--- config.mk ---
export PLATFORM = sky130hd
export DESIGN_NAME = led_matrix_bcm_word_generator
export DESIGN_NICKNAME = d
export VERILOG_FILES = /design/src/rtl/core/lmbcm_pkg.sv /design/src/rtl/core/lmbcm_cfg_regs.sv /design/src/rtl/core/lmbcm_plan.sv /design/src/rtl/core/lmbcm_word.sv /design/src/rtl/core/led_matrix_bcm_word_generator.sv
export SDC_FILE = /design/constraint.sdc
export NUM_CORES = 1
export LEC_CHECK = 0
export BUFFER_PORTS_ARGS = -buffer_cell sky130_fd_sc_hd__buf_2
export CORE_ASPECT_RATIO = 1.4
export CORE_MARGIN = 2
export CORE_UTILIZATION = 42
export DETAILED_ROUTE_END_ITERATION = 6
export SYNTH_ARGS = -nofsm -noshare
export SYNTH_HDL_FRONTEND = slang
export SYNTH_SLANG_ARGS = --single-unit
--- constraint.sdc ---
create_clock -name clk -period 21.6 [get_ports clk]
set_clock_uncertainty 0.1 [all_clocks]
set_input_delay 6.48 -clock clk [delete_from_list [all_inputs] [get_ports clk]]
set_output_delay 6.48 -clock clk [all_outputs]
set_load 0.01 [all_outputs]
--- src/rtl/core/lmbcm_pkg.sv ---
// ----------------------------------------------------------------------------
// lmbcm_pkg: shared types and constants of the bcm bus word generator
// item layouts, config register map, bus word bit positions, datapath widths
// ----------------------------------------------------------------------------
package lmbcm_pkg;

  // field widths
  localparam int ROW_W   = 4;
  localparam int PLANE_W = 4;
  localparam int IDX_W   = 21;
  localparam int RGB_W   = 6;
  localparam int WORD_W  = 16;

  // config register widths
  localparam int RC_W  = 5;
  localparam int LW_W  = 11;
  localparam int PC_W  = 4;
  localparam int TP_W  = 4;
  localparam int LBW_W = 8;
  localparam int BRI_W = 8;
  localparam int CFG_DATA_W = 11;
  localparam int CFG_IDX_W  = 3;

  // bus word layout
  localparam int GATE_POS = 15;
  localparam int ADDR_POS = 11;
  localparam int LAT_POS  = 9;
  localparam int OE_POS   = 8;
  localparam int ADDR_W   = 4;
  localparam logic [ADDR_W-1:0] ADDR_LOW_BITS = 4'hF;

  // brightness is an 8-bit fraction of the window
  localparam int BRI_SHIFT = 8;

  // datapath widths: weighted padding is line_width << (at most 14)
  localparam int MAX_SHIFT = 14;
  localparam int MD_W   = LW_W + MAX_SHIFT;      // weighted padding
  localparam int PAD_W  = MD_W + 1;              // padding and buffer length
  localparam int PROD_W = LW_W + BRI_W;          // line_width * brightness
  localparam int SH_W   = MD_W + BRI_SHIFT;      // product after plane weight

  // config register map
  typedef enum logic [CFG_IDX_W-1:0] {
    CFG_ROW_COUNT   = 3'd0,
    CFG_LINE_WIDTH  = 3'd1,
    CFG_PLANE_COUNT = 3'd2,
    CFG_TRANS_PLANE = 3'd3,
    CFG_LATCH_BLANK = 3'd4,
    CFG_BRIGHTNESS  = 3'd5
  } cfg_reg_t;

  // reset values
  localparam logic [RC_W-1:0]  RST_ROW_COUNT   = 5'd16;
  localparam logic [LW_W-1:0]  RST_LINE_WIDTH  = 11'd64;
  localparam logic [PC_W-1:0]  RST_PLANE_COUNT = 4'd8;
  localparam logic [TP_W-1:0]  RST_TRANS_PLANE = 4'd0;
  localparam logic [LBW_W-1:0] RST_LATCH_BLANK = 8'd1;
  localparam logic [BRI_W-1:0] RST_BRIGHTNESS  = 8'd128;

  typedef struct packed {
    logic [RC_W-1:0]  row_count;
    logic [LW_W-1:0]  line_width;
    logic [PC_W-1:0]  plane_count;
    logic [TP_W-1:0]  transition_plane;
    logic [LBW_W-1:0] latch_blank_words;
    logic [BRI_W-1:0] brightness;
  } cfg_t;

  typedef struct packed {
    logic [ROW_W-1:0]   row_index;
    logic [PLANE_W-1:0] plane_index;
    logic [IDX_W-1:0]   word_index;
    logic [RGB_W-1:0]   rgb_bits;
  } in_item_t;

  typedef struct packed {
    logic [WORD_W-1:0] bus_word;
    logic              last_of_buffer;
    logic              out_of_range;
  } out_item_t;

  // first stage results handed to the word stage
  typedef struct packed {
    logic              oor;
    logic              last;
    logic              pixel;
    logic              lat;
    logic              blank;
    logic [ADDR_W-1:0] addr;
    logic [RGB_W-1:0]  rgb;
    logic [IDX_W-1:0]  pad_pos;
    logic [MD_W-1:0]   md;
    logic [PAD_W-1:0]  pad;
    logic [MD_W-1:0]   win_raw;
  } plan_t;

endpackage

--- src/rtl/core/lmbcm_cfg_regs.sv ---
// ----------------------------------------------------------------------------
// lmbcm_cfg_regs: configuration register file
// write-only registers selected by index, reset to the panel defaults
// ----------------------------------------------------------------------------
module lmbcm_cfg_regs
  import lmbcm_pkg::*;
(
  input  logic                  clk,
  input  logic                  rst_n,
  input  logic                  cfg_we,
  input  logic [CFG_IDX_W-1:0]  cfg_index,
  input  logic [CFG_DATA_W-1:0] cfg_wdata,
  output cfg_t                  cfg
);

  cfg_t cfg_r;

  always_ff @(posedge clk) begin
    if (!rst_n) begin
      cfg_r.row_count         <= RST_ROW_COUNT;
      cfg_r.line_width        <= RST_LINE_WIDTH;
      cfg_r.plane_count       <= RST_PLANE_COUNT;
      cfg_r.transition_plane  <= RST_TRANS_PLANE;
      cfg_r.latch_blank_words <= RST_LATCH_BLANK;
      cfg_r.brightness        <= RST_BRIGHTNESS;
    end else if (cfg_we) begin
      case (cfg_index)
        CFG_ROW_COUNT:   cfg_r.row_count         <= cfg_wdata[RC_W-1:0];
        CFG_LINE_WIDTH:  cfg_r.line_width        <= cfg_wdata[LW_W-1:0];
        CFG_PLANE_COUNT: cfg_r.plane_count       <= cfg_wdata[PC_W-1:0];
        CFG_TRANS_PLANE: cfg_r.transition_plane  <= cfg_wdata[TP_W-1:0];
        CFG_LATCH_BLANK: cfg_r.latch_blank_words <= cfg_wdata[LBW_W-1:0];
        CFG_BRIGHTNESS:  cfg_r.brightness        <= cfg_wdata[BRI_W-1:0];
        default: ;
      endcase
    end
  end

  assign cfg = cfg_r;

endmodule

--- src/rtl/core/lmbcm_plan.sv ---
// ----------------------------------------------------------------------------
// lmbcm_plan: buffer geometry stage
// buffer length, range check, row address and raw oe window for one item
// ----------------------------------------------------------------------------
module lmbcm_plan
  import lmbcm_pkg::*;
(
  input  in_item_t item,
  input  cfg_t     cfg,
  output plan_t    plan
);

  logic              plane_hi;
  logic [PLANE_W-1:0] sh;
  logic [MD_W-1:0]   md;
  logic [PAD_W-1:0]  pad;
  logic [PAD_W-1:0]  total;
  logic [PROD_W-1:0] prod;
  logic [SH_W-1:0]   prod_sh;
  logic [IDX_W-1:0]  lw_ext;
  logic [RC_W-1:0]   rc_m1;
  logic [ADDR_W-1:0] addr;

  always_comb begin
    // weighted padding: line_width << (plane - transition - 1)
    plane_hi = item.plane_index > cfg.transition_plane;
    sh       = item.plane_index - cfg.transition_plane - PLANE_W'(1);
    md       = plane_hi ? (MD_W'(cfg.line_width) << sh) : '0;
    pad      = PAD_W'(cfg.latch_blank_words) + PAD_W'(md);
    total    = pad + PAD_W'(cfg.line_width);

    // window length before clamping: (md * brightness) >> 8
    prod     = PROD_W'(cfg.line_width) * PROD_W'(cfg.brightness);
    prod_sh  = SH_W'(prod) << sh;

    lw_ext   = IDX_W'(cfg.line_width);

    // plane zero shows the previous row while the current one shifts in
    rc_m1 = cfg.row_count - RC_W'(1);
    if (item.plane_index == '0) begin
      if (item.row_index == '0) addr = rc_m1[ADDR_W-1:0];
      else                      addr = item.row_index - ROW_W'(1);
    end else begin
      addr = item.row_index;
    end

    plan.oor     = (RC_W'(item.row_index) >= cfg.row_count)
                || (item.plane_index >= cfg.plane_count)
                || (PAD_W'(item.word_index) >= total);
    plan.last    = PAD_W'(item.word_index) == (total - PAD_W'(1));
    plan.pixel   = item.word_index < lw_ext;
    plan.lat     = item.word_index == (lw_ext - IDX_W'(1));
    plan.blank   = cfg.brightness == '0;
    plan.addr    = addr & ADDR_LOW_BITS;
    plan.rgb     = item.rgb_bits;
    plan.pad_pos = item.word_index - lw_ext;
    plan.md      = md;
    plan.pad     = pad;
    plan.win_raw = plane_hi ? prod_sh[SH_W-1 -: MD_W] : '0;
  end

endmodule

--- src/rtl/core/lmbcm_word.sv ---
// ----------------------------------------------------------------------------
// lmbcm_word: bus word stage
// clamps and centres the oe window and packs the 16-bit bus word
// ----------------------------------------------------------------------------
module lmbcm_word
  import lmbcm_pkg::*;
(
  input  plan_t     plan,
  output out_item_t res
);

  logic [MD_W-1:0]   win_min;
  logic [MD_W-1:0]   md_m1;
  logic [MD_W-1:0]   win;
  logic [PAD_W-1:0]  start;
  logic [PAD_W-1:0]  pos;
  logic              lit;
  logic              oe_pad;
  logic [WORD_W-1:0] word;

  always_comb begin
    win_min = (plan.win_raw == '0) ? MD_W'(1) : plan.win_raw;
    md_m1   = plan.md - MD_W'(1);
    win     = (win_min > md_m1) ? md_m1 : win_min;
    start   = (plan.pad - PAD_W'(win)) >> 1;
    pos     = PAD_W'(plan.pad_pos);
    lit     = (pos >= start) && (pos < start + PAD_W'(win));

    // latch tail, too short a window, zero brightness or a position outside the window keep oe high
    oe_pad  = plan.blank || (pos >= PAD_W'(plan.md)) || (plan.md <= MD_W'(1)) || !lit;

    word = '0;
    word[ADDR_POS +: ADDR_W] = plan.addr;
    if (plan.pixel) begin
      word[GATE_POS]      = 1'b1;
      word[OE_POS]        = 1'b1;
      word[LAT_POS]       = plan.lat;
      word[RGB_W-1:0]     = plan.rgb;
    end else begin
      word[OE_POS]        = oe_pad;
    end

    if (plan.oor) begin
      res.bus_word       = '0;
      res.last_of_buffer = 1'b0;
      res.out_of_range   = 1'b1;
    end else begin
      res.bus_word       = word;
      res.last_of_buffer = plan.last;
      res.out_of_range   = 1'b0;
    end
  end

endmodule

--- src/rtl/core/led_matrix_bcm_word_generator.sv ---
// ----------------------------------------------------------------------------
// led_matrix_bcm_word_generator: bcm bus word generator for a two-scan panel
// one 16-bit parallel bus word per item, chosen by row, plane and word index
// ----------------------------------------------------------------------------
// usage:
//   in_*  : one item = row, bit plane, word index and six colour bits
//   out_* : one item = bus word, last-of-buffer flag, out-of-range flag
//   cfg_* : write-only registers (row count, line width, plane count,
//           transition plane, latch blank words, brightness), written by
//           index while no item is in flight
//   path: an accepted item is held in the input register, passes the
//     geometry and word logic and is captured in the result register,
//     which drives out_valid and out_data
//   throughput: 1 item per cycle while out_stall is low, both registers advancing
//   stall: out_stall holds the result register; the input register keeps
//     filling until both are full, only then in_stall rises
//   reset: rst_n (synchronous) empties the pipeline and loads the default
//     panel geometry; no clearing pass is needed
// ----------------------------------------------------------------------------
module led_matrix_bcm_word_generator
  import lmbcm_pkg::*;
(
  input  logic                  clk,
  input  logic                  rst_n,
  // item input
  input  logic                  in_valid,
  output logic                  in_stall,
  input  in_item_t              in_data,
  // result output
  output logic                  out_valid,
  input  logic                  out_stall,
  output out_item_t             out_data,
  // configuration
  input  logic                  cfg_we,
  input  logic [CFG_IDX_W-1:0]  cfg_index,
  input  logic [CFG_DATA_W-1:0] cfg_wdata
);

  cfg_t      cfg;

  // pipeline registers
  logic      s1_vld_r;
  in_item_t  s1_item_r;
  logic      out_vld_r;
  out_item_t out_item_r;

  plan_t     plan_nxt;
  out_item_t res_nxt;

  // stage enables: a stage loads when it is empty or its contents move on
  logic      en_out;
  logic      en_s1;

  lmbcm_cfg_regs u_cfg (
    .clk       (clk),
    .rst_n     (rst_n),
    .cfg_we    (cfg_we),
    .cfg_index (cfg_index),
    .cfg_wdata (cfg_wdata),
    .cfg       (cfg)
  );

  // geometry: buffer length, range, address, raw window
  lmbcm_plan u_plan (
    .item (s1_item_r),
    .cfg  (cfg),
    .plan (plan_nxt)
  );

  // window placement and word packing
  lmbcm_word u_word (
    .plan (plan_nxt),
    .res  (res_nxt)
  );

  assign en_out = !out_vld_r || !out_stall;
  assign en_s1  = !s1_vld_r || en_out;

  // valid bits are control state and get reset
  always_ff @(posedge clk) begin
    if (!rst_n) begin
      s1_vld_r  <= 1'b0;
      out_vld_r <= 1'b0;
    end else begin
      if (en_s1)  s1_vld_r  <= in_valid;
      if (en_out) out_vld_r <= s1_vld_r;
    end
  end

  // payload registers, no reset
  always_ff @(posedge clk) begin
    if (en_s1)  s1_item_r  <= in_data;
    if (en_out) out_item_r <= res_nxt;
  end

  assign in_stall  = !en_s1;
  assign out_valid = out_vld_r;
  assign out_data  = out_item_r;

endmodule
Yosys cells after proc, flatten, opt, wreduce, memory -nomap -nowiden
Index checks and enable logic that the tools add are counted.

cells by class
  reduce and logical (&&, ||, !) cells = 25
  $add $sub $neg = 12
  multipliers = 1
  $lt $le $gt $ge = 10
  mux-type cells = 9
  equality and inequality tests = 7
  bitwise operators = 1
  shifts and indexed selects = 2

operators with widths
  kind                   number
  $mux 25                4
  $ge 21x25->1           2
  $shl 19x4->33          1
  $add 25x25->26         1
  $add 26x11->26         1
  $add 8x25->26          1
  $eq 21x26->1           1
  $ge 21x26->1           1
  $lt 21x26->1           1
  $sub 26x1->26 const B  1
  $sub 26x25->26         1
  $gt 25x25->1           1
  $le 25x1->1 const B    1
  $logic_not 25->1       1
  $shl 11x4->25          1
  $sub 25x1->25 const B  1
  $eq 21x21->1           1
  $lt 21x11->1           1
  $sub 21x11->21         1
  $mul 11x8->19          1
  $reduce_and 2->1       6
  $sub 11x1->12 const B  1
  $sub 4x1->4 const B    3
  $logic_not 4->1        2
  other kinds (16)       31

word-level totals
  logic and storage cells = 84
  output and inout bits = 20
  register bits = 95
  input bits = 54

Logic depth before layout (Yosys ltp)
Gate-level depths: netlist of the first run.

  word-level depth = 15
  depth in mapped cells = 66
  depth with buffers taken out = 62

Cells and area by module
A second synthesis of the first run with hierarchy kept.

second synthesis, totals
  cell total of the unflattened synthesis = 2,250
  area, all modules = 17,897.2 µm²

modules (own cells, without submodules)
  module                         area each (µm²)  instances  sequential area each (µm²)  cells each
  lmbcm_plan                     8,996.1          1          0.0                         1,217
  lmbcm_word                     5,689.2          1          0.0                         819
  led_matrix_bcm_word_generator  1,669.1          1          1,631.6                     61
  lmbcm_cfg_regs                 1,542.7          1          800.8                       153

Worst setup path after synthesis of the first run
OpenSTA, ideal clock, no wires.

  path type = input -> output
  from = input port out_stall
  to = output port in_stall
  slack = 7,310 ps
  buffers on the path = 0
  stages = 2
  data required time = 15,020 ps
  data arrival time = 7,710 ps
  cell sequence = nand3_1 -> inv_1

on the way
  longest elaborated chain between the ends = 4

ends and longest elaborated chain
  what              RTL line                             source
  start, declared   led_matrix_bcm_word_generator.sv:31  input logic out_stall,
  $logic_not 1->1   led_matrix_bcm_word_generator.sv:76  assign en_out = !out_vld_r || !out_stall;
  $logic_or 1x1->1  led_matrix_bcm_word_generator.sv:76
  $logic_or 1x1->1  led_matrix_bcm_word_generator.sv:77  assign en_s1 = !s1_vld_r || en_out;
  $logic_not 1->1   led_matrix_bcm_word_generator.sv:96  assign in_stall = !en_s1;
  end, declared     led_matrix_bcm_word_generator.sv:27  output logic in_stall,

No other way between the ends.

Worst setup path in the final report of the first run
  from = register u_cfg.cfg_r, in the netlist u_cfg.cfg[33]
  to = register out_item_r, in the netlist out_data[10] (data pin)

on the way
  longest elaborated chain between the ends = 14
  elaborated cells on any way between the ends = 28
  classes of those cells = add/sub (6); mul (1); order compare (7); shift (2); mux (5); reduce/logical (7)

ends and longest elaborated chain
  what                  RTL line                             source
  start, declared       lmbcm_cfg_regs.sv:16                 cfg_t cfg_r;
  $mul 11x8->19         lmbcm_plan.sv:33                     prod = PROD_W'(cfg.line_width) * PROD_W'(cfg.brightness);
  $shl 19x4->33         lmbcm_plan.sv:34                     prod_sh = SH_W'(prod) << sh;
  $mux 25               lmbcm_plan.sv:59                     plan.win_raw = plane_hi ? prod_sh[SH_W-1 -: MD_W] : '0;
  $logic_not 25->1      lmbcm_word.sv:22                     win_min = (plan.win_raw == '0) ? MD_W'(1) : plan.win_raw;
  $mux 25               lmbcm_word.sv:22
  $gt 25x25->1          lmbcm_word.sv:24                     win = (win_min > md_m1) ? md_m1 : win_min;
  $mux 25               lmbcm_word.sv:24
  $sub 26x25->26        lmbcm_word.sv:25                     start = (plan.pad - PAD_W'(win)) >> 1;
  $add 25x25->26        lmbcm_word.sv:27                     lit = (pos >= start) && (pos < start + PAD_W'(win));
  $lt 21x26->1          lmbcm_word.sv:27
  $logic_and 1x1->1     lmbcm_word.sv:27
  $logic_not 1->1       lmbcm_word.sv:30                     oe_pad = plan.blank || (pos >= PAD_W'(plan.md)) || (plan.md <= MD_W'(1)) || !lit;
  $logic_or 1x1->1      lmbcm_word.sv:30
  $mux 1                lmbcm_word.sv:34                     if (plan.pixel) begin
  end signal, assigned  led_matrix_bcm_word_generator.sv:93  if (en_out) out_item_r <= res_nxt;
  end, declared         led_matrix_bcm_word_generator.sv:45  out_item_t out_item_r;

Several ways; a longest one is shown, not always the timed one.
A chain may end at the register's enable or synchronous reset.

==> impl_summary.log, run 1 <==
INFO  metric min_period = 15.67 ns
INFO  metric rows = 88
INFO  metric synth_compound_area_share = 21.3%
INFO  metric worstHoldPathType = reg -> reg
INFO  metric area.sequential = 2340 um^2
INFO  metric crit_path_max_fanout = 24
INFO  metric postCtsHoldBufs = 0
INFO  metric fillerInstances = 4,143
INFO  metric clock_pin_transition_on_the_worst_setup_and_hold_timing_paths = 0.09 ns
INFO  metric area_of_placed_instances = 18,400 um^2
INFO  metric start_util = 42.5%
INFO  metric run_status = complete, but fails checks
INFO  metric synth_fa_ha_area_share = 24.2%
INFO  metric drive_above_1_share = 6.81%
INFO  metric cts_htree_levels = 3
INFO  metric vias = 16,700
INFO  metric chip_width = 177 um
INFO  metric count_of_flip_flops_with_a_built_in_enable_after_synthesis = 50
INFO  metric core_area = 41,300 um^2
INFO  metric nets = 2,630
INFO  metric avgSynthCellArea = 7.83 um^2
INFO  metric maxSlewViolCount = 0
INFO  metric dp.final_hpwl = 49,000 um
INFO  metric cts_resized = 0
INFO  metric detail_route.drc_violations = 1
INFO  metric first_pass_iters = 7
INFO  metric port_buffers = 70
INFO  metric arrival = 15.70 ns
INFO  metric synthesis.instances = 2,243
INFO  metric final_sum_of_negative_setup_slack = 0 ns
INFO  metric finalWeightedCongestion = 0.989
INFO  metric leakage_power_figure = 8.50 nW
INFO  metric timing_hold_violations_final = 0
INFO  metric grt_antenna_before_repair = 0
INFO  metric postRouteAntennaNets = 0
INFO  metric die_y = 246 um
INFO  metric synthXorXnorAreaFrac = 8.28%
INFO  metric rsz0062_at_grt = no
INFO  metric fin_area = 18,800 um^2
INFO  metric antenna-diode-count = 0
INFO  metric power_density = 80.0 nW/um^2
INFO  metric clock_tree.buffer_depth = 2
INFO  metric track_usage = 26.8%
INFO  metric avgViaCountPerCell = 5.91
INFO  metric post-cts-setup-buffer-count = 0
INFO  metric synth_flop_cell = edfxtp_1
INFO  metric drtIter0Drc = 1,263
INFO  metric finalSetupViolations = 0
INFO  metric design_power_total = 1.50 mW
INFO  metric slew_headroom = 27.1%
INFO  metric critical_path.most_common_cell = ha_1
INFO  metric muxShareOfSynthArea = 4.02%
INFO  metric core_utilization_of_the_finished_layout = 45.4%
INFO  metric register_bit_total_from_synthesis = 92
INFO  metric cts_root_buffer = clkbuf_16
INFO  metric max_freq = 63.8 MHz
INFO  metric multi_input_comb_area = 14,000 um^2
INFO  metric r2r_start = u_cfg.cfg[33]
INFO  metric cts_buffers = 9
INFO  metric die_area = 43,500 um^2
INFO  metric first_pass_grt_wire_length = 91,000 um
INFO  metric syn2layout_area_growth = 6.80%
INFO  metric worst_slew_pin_slew = 1.08 ns
INFO  metric main_combinational_cell_family_by_area_after_synthesis = adder cells
INFO  metric commonest_cells_after_routing_fill_and_taps_aside = ha_1 (244), inv_1 (240), nand2_1 (191), nor2_1 (137), a21oi_1 (135)
INFO  metric grt_remaining_overflow = 0
INFO  metric placedCellCount = 2,801
INFO  metric avgRoutedWirePerCell = 20.9 um
INFO  metric layout.cells.non_filler = 2,817
INFO  metric timing_worst_setup_path_type = reg -> reg
INFO  metric cts.sink_count = 92
INFO  metric synth-simple-area-share = 21.9%
INFO  metric maxCapViolCount = 0
INFO  metric yosys_warnings = 0
INFO  metric hold_path.startpoint = u_cfg.cfg[39]
INFO  metric clkLatencyLatePin = 0.37 ns
INFO  metric worstPathRequired = 21.63 ns
INFO  metric synthesis.area = 17,600 um^2
INFO  metric grt_max_degree = 43
INFO  metric ir_worst_vdd = 0.0000722 V
INFO  metric ios = 74
INFO  metric totalWireLength = 59,000 um
INFO  metric worst_path_largest_cell_delay = 0.84 ns
INFO  metric critPathSlowestCell = dfxtp_1
INFO  metric timing.critical_path.from_type = flop
INFO  metric critical_path.endpoint_type = flop
INFO  metric synth.lib_cells_used.distinct = 96
INFO  metric timing.final.crit_share = 72.5%
INFO  metric async_s_r_ff_share_synth = 0%
INFO  metric setup.worst_path.start = u_cfg.cfg[33]
INFO  metric sequential_to_total_area_share_from_yosys_stat = 13.3%
INFO  metric grt_pass1_vias = 16,200
INFO  metric failed_checks = DRC
INFO  metric cts_tree = done
INFO  metric leading_cell_type_in_the_layout_fill_and_taps_excluded = ha_1
-- per-layer routing --
metal | share of wire (%) | global-route usage (%) | vias to the layer above
met4 | 6.1 | 14.8 | 0
met2 | 50 | 47.5 | 585
met1 | 40 | 31.6 | 7860
li1 | - | - | 8044
met3 | 4.5 | 2.38 | 169
met5 | 0 | 0 | -
-- final timing paths --
kind,cells past startpoint,slack (ns),to
max,59,5.93,out_data[10]
min,2,0.37,u_cfg.cfg[39]
max reg2reg,59,5.93,out_data[10]
min reg2reg,2,0.37,u_cfg.cfg[39]
-- layout make-up --
class,instances,share of cell area [%]
multi-input combinational,1838,74.8
tap,540,3.60
sequential,92,12.5
clock inverter,7,0.460
timing repair buffer,88,2.59
clock buffer,9,1.20
inverter,243,4.86
-- synth_stat cells (47+ instances only) --
master | count | area share, %
nand3_1 | 48 | 1.4
fa_1 | 60 | 6.8
inv_1 | 240 | 5.1
ha_1 | 244 | 17
xor2_1 | 56 | 2.8
nor2b_1 | 47 | 1.7
nor2_1 | 137 | 2.9
xnor2_1 | 103 | 5.1
clkbuf_1 | 59 | 1.3
mux2i_1 | 47 | 2.7
edfxtp_1 | 50 | 8.5
a21oi_1 | 135 | 3.8
o21ai_0 | 97 | 2.8
and2_1 | 92 | 3.3
nor3_1 | 63 | 1.8
nand2_1 | 191 | 4.1
-- cells by family (layout without fill, tap and decap cells) --
| group | count (synthesis) | after routing |
|---|---|---|
| adder cells (fa/ha/maj) | 304 | 304 |
| AND/OR/NAND/NOR | 743 | 743 |
| buffers and inverters | 315 | 347 |
| AO/OA/AOI/OAI | 564 | 564 |
| multiplexers | 62 | 62 |
| XOR/XNOR | 162 | 162 |
| flip-flops | 92 | 92 |
| other | 1 | 3 |
-- state kept, by name (all words and copies together) (netlist names) --
register / count
out_valid: 1
s1_item_r: 35
out_data: 15
s1_vld_r: 1
u_cfg.cfg: 40
-- report_power, final --
group          total (mW)  internal, mW  switching [mW]  leakage [nW]
registers           0.204         0.193          0.0115         0.885
logic                1.13         0.474           0.656          7.47
clock network       0.167        0.0831          0.0841         0.151
-- per-stage QoR --
stage / hold WS, ns / setup slack (ns)
3_3_place_gp: 0.350 / 6.34
4_1_cts: 0.374 / 6.07
3_5_place_dp: 0.353 / 6.09
5_1_grt: 0.418 / 4.86
6_report: 0.369 / 5.93
2_1_floorplan: 0.336 / 7.31
-- critical path, delay by kind of cell (launching register included) --
| kind | cells | cell delay (ns) |
|---|---|---|
| simple gates | 19 | 4.57 |
| xor+xnor | 2 | 0.70 |
| fa+ha+maj | 9 | 3.51 |
| flops | 1 | 0.84 |
| compound gates | 25 | 5.40 |
| buf+inv | 4 | 0.33 |
Note: power is estimated with default switching activity, not from simulation.
==> run 2, diff against run 1 <==
- clock period: 21.6 -> 15.8 ns (I/O delays scaled with it)
==> run 2 against run 1 <==
- the flow now finishes without violations
- register-to-register slack lost 5.0 ns
- count of clock-buffer cells in the layout unchanged
- non-clock buffer count grew 9
- critical path type unchanged
- critical endpoint unchanged
- largest power group unchanged
==> impl_summary.log, run 2 (same netlist as run 1, synthesis figures left out) <==
INFO  metric slew_headroom = 14.0%
INFO  metric die_area = 43,500 um^2
INFO  metric finalSetupViolations = 0
INFO  metric hold_path.startpoint = u_cfg.cfg[8]
INFO  metric reg2reg_depth = 59
INFO  metric crit_path_max_fanout = 13
INFO  metric avgViaCountPerCell = 5.85
INFO  metric antenna-diode-count = 0
INFO  metric die_y = 246 um
INFO  metric maxSlewViolCount = 0
INFO  metric clock_tree.buffer_depth = 2
INFO  metric clock_pin_transition_on_the_worst_setup_and_hold_timing_paths = 0.10 ns
INFO  metric drive_above_1_share = 7.52%
INFO  metric detail_route.drc_violations = 0
INFO  metric multi_input_comb_area = 14,100 um^2
INFO  metric first_pass_grt_wire_length = 91,200 um
INFO  metric totalWireLength = 58,400 um
INFO  metric max_freq = 67.1 MHz
INFO  metric rows = 88
INFO  metric r2r_start = u_cfg.cfg[5]
INFO  metric core_area = 41,300 um^2
INFO  metric timing.critical_path.from_type = flop
INFO  metric placedCellCount = 2,810
INFO  metric power_density = 110 nW/um^2
INFO  metric grt_remaining_overflow = 0
INFO  metric cts_htree_levels = 3
INFO  metric worst_path_largest_cell_delay = 0.53 ns
INFO  metric hold_path_end = u_cfg.cfg[8]
INFO  metric leakage_power_figure = 8.56 nW
INFO  metric ir_worst_vdd = 0.0000889 V
INFO  metric timing_hold_violations_final = 0
INFO  metric nets = 2,639
INFO  metric arrival = 14.94 ns
INFO  metric finalWeightedCongestion = 0.947
INFO  metric grt_max_degree = 43
INFO  metric post-cts-setup-buffer-count = 0
INFO  metric grt_pass1_vias = 16,400
INFO  metric timing_worst_setup_path_type = reg -> reg
INFO  metric critical-path-top-delay-family = compound AO/OA/AOI/OAI gates
INFO  metric setup_slack = 0.905 ns
INFO  metric start_util = 42.5%
INFO  metric track_usage = 26.7%
INFO  metric first_pass_iters = 7
INFO  metric avgRoutedWirePerCell = 20.7 um
INFO  metric maxCapViolCount = 0
INFO  metric critical_path.endpoint_type = flop
INFO  metric design_power_total = 2.07 mW
INFO  metric vias = 16,500
INFO  metric drtIter0Drc = 1,156
INFO  metric final_sum_of_negative_setup_slack = 0 ns
INFO  metric syn2layout_area_growth = 7.32%
INFO  metric worstHoldPathType = reg -> reg
INFO  metric cts_tree = done
INFO  metric min_period = 14.89 ns
INFO  metric layout.cells.non_filler = 2,826
INFO  metric postRouteAntennaNets = 0
INFO  metric port_buffers = 70
INFO  metric ios = 74
INFO  metric critPathSlowestCell = fa_1
INFO  metric area_of_placed_instances = 18,500 um^2
INFO  metric run_status = finished clean
INFO  metric commonest_cells_after_routing_fill_and_taps_aside = ha_1 (244), inv_1 (240), nand2_1 (191), nor2_1 (137), a21oi_1 (135)
INFO  metric timing.final.crit_share = 94.3%
INFO  metric worst_slew_pin_slew = 1.26 ns
INFO  metric worstPathRequired = 15.84 ns
INFO  metric largest_reg_flops = 40
INFO  metric chip_width = 177 um
INFO  metric placement.setup.worst_slack = 0.738 ns
INFO  metric r2r_slack = 0.91 ns
INFO  metric cts.sink_count = 92
INFO  metric hold_path_depth = 2
INFO  metric critical_path.n_buffers_inverters = 5
INFO  metric clkLatencyLatePin = 0.38 ns
INFO  metric rsz0062_at_grt = no
INFO  metric area.sequential = 2350 um^2
INFO  metric dp.final_hpwl = 49,100 um
INFO  metric leading_cell_type_in_the_layout_fill_and_taps_excluded = ha_1
INFO  metric fin_area = 18,800 um^2
INFO  metric cts_buffers = 9
INFO  metric cts_root_buffer = clkbuf_16
INFO  metric grt_antenna_before_repair = 0
INFO  metric fillerInstances = 4,178
INFO  metric worstReg2RegEnd = out_data[10]
run 2: cell types whose count changed in the layout (fill, tap and decap cells not counted), moves of 2 or more:
cell      change
dfxtp_1       -5
buf_4         +9
clkinv_8      -2
dfxtp_2       +5
run 2: final cells by class:
type / count / share of cell area (%)
Multi-Input combinational cell: 1838 / 74.6
Sequential cell: 92 / 12.5
Inverter: 243 / 4.84
Tap cell: 540 / 3.58
Timing Repair Buffer: 97 / 2.93
Clock buffer: 9 / 1.19
Clock inverter: 7 / 0.431
run 2: per-stage QoR:
stage	hold slack, ns	utilization [%]
finish	0.402	45.7
global route	0.424	45.7
CTS	0.404	45.6
detailed placement	0.385	44.8
global placement	0.351	44.8
floorplan	0.336	-
run 2: power by group:
| group | internal (mW) | switching, mW | leakage (nW) | total [mW] |
|---|---|---|---|---|
| logic | 0.654 | 0.902 | 7.52 | 1.56 |
| clock network | 0.114 | 0.117 | 0.150 | 0.231 |
| registers | 0.263 | 0.0143 | 0.887 | 0.278 |
run 2: how the worst max path moves through the flow:
stage             startpoint           end  depth (start not counted)
4_1_cts        u_cfg.cfg[29]  out_data[10]                         57
5_1_grt         u_cfg.cfg[7]  out_data[10]                         58
3_3_place_gp   u_cfg.cfg[29]  out_data[10]                         59
2_1_floorplan  u_cfg.cfg[33]  out_data[10]                         61
6_report        u_cfg.cfg[5]  out_data[10]                         59
3_5_place_dp   u_cfg.cfg[29]  out_data[10]                         57
run 2: repair_timing:
action | in CTS | in global routing
hold buffers | 0 | 0
resized for setup | 0 | 9
setup endpoints to repair | 0 | 1
run 2: per-layer routing:
| metal | vias up | wire [um] | GRT usage [%] | share of wire [%] |
|---|---|---|---|---|
| met4 | 0 | 3180 | 12.9 | 5.4 |
| li1 | 8053 | - | - | - |
| met1 | 7897 | 23600 | 30.7 | 40 |
| met5 | - | 0 | 0 | 0 |
| met3 | 147 | 2000 | 2.46 | 3.4 |
| met2 | 431 | 29700 | 49.1 | 51 |
run 2: worst min-delay path: stages, from the launching register on:
cell and delay (ns):
dfxtp_1 0.35, mux2i_1 0.07, nand2_1 0.06
==> run 3, diff against run 2 <==
- ABC_AREA: not set -> 1
==> run 3 against run 2 <==
- synthesized cell count rose by 24%
- non-clock buffer count fell by 17
- sequential power rose by 1%
- via count rose by 11%
- first-iteration DRC count rose by 7.2%
- sequential cell count did not move
- clock power barely moved
- power rose by 95%
- global-route usage rose by 1.4 points
- worst hold slack got worse by 0.031 ns
- critical path depth rose by 12
==> impl_summary.log, run 3 <==
INFO  metric min_period = 12.89 ns
INFO  metric switching_share = 59.0%
INFO  metric run_status = finished clean
INFO  metric synthesis.instances = 2,790
INFO  metric placedCellCount = 3,358
INFO  metric synth_flop_cell = edfxtp_1
INFO  metric totalWireLength = 62,800 um
INFO  metric timing.critical_path.from_type = flop
INFO  metric ir_worst_vdd = 0.000238 V
INFO  metric worstPathRequired = 15.83 ns
INFO  metric synth.cells.most_frequent = nand2_1 (635), inv_1 (478), ha_1 (244), nand3_1 (243), nor2_1 (231)
INFO  metric postCtsHoldBufs = 0
INFO  metric clock_pin_transition_on_the_worst_setup_and_hold_timing_paths = 0.09 ns
INFO  metric maxSlewViolCount = 0
INFO  metric port_buffers = 70
INFO  metric start_util = 42.7%
INFO  metric grt_pass1_vias = 18,000
INFO  metric worstHoldPathType = reg -> reg
INFO  metric register_bit_total_from_synthesis = 92
INFO  metric sequential_to_total_area_share_from_yosys_stat = 13.0%
INFO  metric avgSynthCellArea = 6.46 um^2
INFO  metric maxCapViolCount = 0
INFO  metric dominant_cell_by_count_in_the_synthesized_netlist = nand2_1
INFO  metric first_pass_grt_wire_length = 97,500 um
INFO  metric slew_headroom = 22.7%
INFO  metric timing.final.crit_share = 81.6%
INFO  metric power_switching = 2.38 mW
INFO  metric clkLatencyLatePin = 0.36 ns
INFO  metric power_report.internal_total = 1.65 mW
INFO  metric timing_worst_setup_path_type = reg -> reg
INFO  metric hold_path_depth = 2
INFO  metric ios = 74
INFO  metric yosysTopAreaCellShare = 16.9%
INFO  metric layout.cells.non_filler = 3,374
INFO  metric worstReg2RegEnd = out_data[10]
INFO  metric synth.top_cells.by_area = ha_1 (17%), nand2_1 (13%), inv_1 (10%), edfxtp_1 (8.3%), nand3_1 (6.8%)
INFO  metric critical_path.endpoint_type = flop
INFO  metric rows = 89
INFO  metric cts.sink_count = 92
INFO  metric synth_area_leader_cell = ha_1
INFO  metric cts_resized = 0
INFO  metric finalWeightedCongestion = 0.974
INFO  metric synthesis.area = 18,000 um^2
INFO  metric antenna-diode-count = 0
INFO  metric drtIter0Drc = 1,239
INFO  metric fin_worst_hold_slack = 0.371 ns
INFO  metric grt_max_degree = 48
INFO  metric critical_path.most_common_cell = nand2_1
INFO  metric die_y = 249 um
INFO  metric pwr-share-comb = 87.3%
INFO  metric setup_slack = 2.91 ns
INFO  metric die_area = 44,600 um^2
INFO  metric leakage_power_figure = 10.3 nW
INFO  metric crit_path_max_fanout = 19
INFO  metric core_utilization_of_the_finished_layout = 45.4%
INFO  metric avgRoutedWirePerCell = 18.6 um
INFO  metric fillerInstances = 4,472
INFO  metric critPathSlowestCell = dfxtp_1
INFO  metric detail_route.drc_violations = 0
INFO  metric track_usage = 28.2%
INFO  metric reg2reg_depth = 71
INFO  metric clkPwrFrac = 5.7%
INFO  metric leading_cell_type_in_the_layout_fill_and_taps_excluded = nand2_1
INFO  metric drive_above_1_share = 6.93%
INFO  metric postRouteAntennaNets = 0
INFO  metric timing_hold_violations_final = 0
INFO  metric rsz0062_at_grt = no
INFO  metric finalSetupViolations = 0
INFO  metric yosys_warnings = 0
INFO  metric hold_path.startpoint = u_cfg.cfg[22]
INFO  metric count_of_flip_flops_with_a_built_in_enable_after_synthesis = 50
INFO  metric grt_antenna_before_repair = 0
INFO  metric hold_path_end = u_cfg.cfg[22]
INFO  metric chip_width = 179 um
INFO  metric clock_tree.buffer_depth = 2
INFO  metric r2r_start = u_cfg.cfg[24]
INFO  metric r2r_slack = 2.91 ns
INFO  metric grt_remaining_overflow = 0
INFO  metric placement.setup.worst_slack = 3.13 ns
INFO  metric vias = 18,300
INFO  metric synth.lib_cells_used.distinct = 65
INFO  metric nets = 3,181
INFO  metric commonest_cells_after_routing_fill_and_taps_aside = nand2_1 (635), inv_1 (478), ha_1 (244), nand3_1 (243), nor2_1 (231)
INFO  metric first_pass_iters = 6
INFO  metric avgViaCountPerCell = 5.43
INFO  metric cts_buffers = 9
INFO  metric core_area = 42,200 um^2
INFO  metric cts_tree = done
INFO  metric worst_slew_pin_slew = 1.15 ns
INFO  metric max_freq = 77.6 MHz
INFO  metric seqPwrFrac = 7.0%
INFO  metric largest_reg_flops = 40
INFO  metric dp.final_hpwl = 53,800 um
INFO  metric syn2layout_area_growth = 6.25%
INFO  metric cts_root_buffer = clkbuf_16
INFO  metric cts_htree_levels = 3
INFO  metric worst_path_largest_cell_delay = 0.73 ns
INFO  metric final_sum_of_negative_setup_slack = 0 ns
INFO  metric power_density = 210 nW/um^2
INFO  metric async_s_r_ff_share_synth = 0%
INFO  metric post-cts-setup-buffer-count = 0
INFO  metric arrival = 12.92 ns
run 3: cell types whose count changed in the layout (fill, tap and decap cells not counted), moves of 39 or more:
cell,delta
nor2_1,+94
nand3_1,+196
xnor2_1,-74
xor2_1,+44
nand2_1,+444
mux2i_1,-43
a21oi_1,+39
and2_1,-85
inv_1,+238
nor2b_1,-47
run 3: power by group through the flow:
stage	clock network (mW)	registers, mW	logic, mW
finish	0.229	0.282	3.52
global route	0.239	0.284	3.95
CTS	0.234	0.282	3.49
detailed placement	0	0.288	3.47
global placement	0	0.287	3.44
floorplan	0	0.281	2.60
run 3: worst max-delay path: cells and delay by family (launching register included):
kind,cells,cell delay (ns)
AND/OR/NAND/NOR,39,4.48
adder cells (fa/ha/maj),9,3.93
AO/OA/AOI/OAI,13,2.25
buffers and inverters,8,0.77
flip-flops,1,0.73
XOR/XNOR,2,0.38
run 3: cell type report:
class | instances | area [um^2] | share of cell area [%]
multi-input combinational | 2137 | 13500 | 70.5
clock buffer | 9 | 225 | 1.18
clock inverter | 7 | 76.3 | 0.399
sequential | 92 | 2340 | 12.2
timing repair buffer | 80 | 425 | 2.22
inverter | 503 | 1890 | 9.88
tap | 546 | 683 | 3.57
run 3: cells by family after synthesis:
| group | after synthesis | share of synthesized area, % |
|---|---|---|
| multiplexers | 4 | 0.222 |
| adder cells (fa/ha/maj) | 304 | 23.6 |
| XOR/XNOR | 129 | 6.39 |
| buffers and inverters | 563 | 12.1 |
| other | 1 | 0.0208 |
| flip-flops | 92 | 13.0 |
| AND/OR/NAND/NOR | 1289 | 31.4 |
| AO/OA/AOI/OAI | 408 | 13.2 |
run 3: how the worst max path moves through the flow:
stage | cells past startpoint | slack (ns) | endpoint | startpoint
after global routing | 66 | 1.83 | out_data[10] | u_cfg.cfg[26]
after floorplan | 72 | 5.26 | out_data[10] | u_cfg.cfg[7]
after global placement | 64 | 3.18 | out_data[10] | u_cfg.cfg[24]
after detailed placement | 71 | 3.13 | out_data[10] | u_cfg.cfg[24]
after CTS | 71 | 3.13 | out_data[10] | u_cfg.cfg[24]
final | 71 | 2.91 | out_data[10] | u_cfg.cfg[24]
run 3: routing by layer:
| metal | share of wire, % | track usage, % | up-vias |
|---|---|---|---|
| met1 | 39 | 31.0 | 8508 |
| met4 | 6.8 | 16.2 | 0 |
| met5 | 0 | 0 | - |
| met2 | 51 | 52.0 | 489 |
| li1 | - | - | 9158 |
| met3 | 3.5 | 2.11 | 157 |
run 3: through the flow:
step	area (um^2)	total power, mW
2_1_floorplan	18000	2.88
3_3_place_gp	18800	3.73
3_5_place_dp	18800	3.76
4_1_cts	19100	4.00
5_1_grt	19100	4.47
6_report	19100	4.03
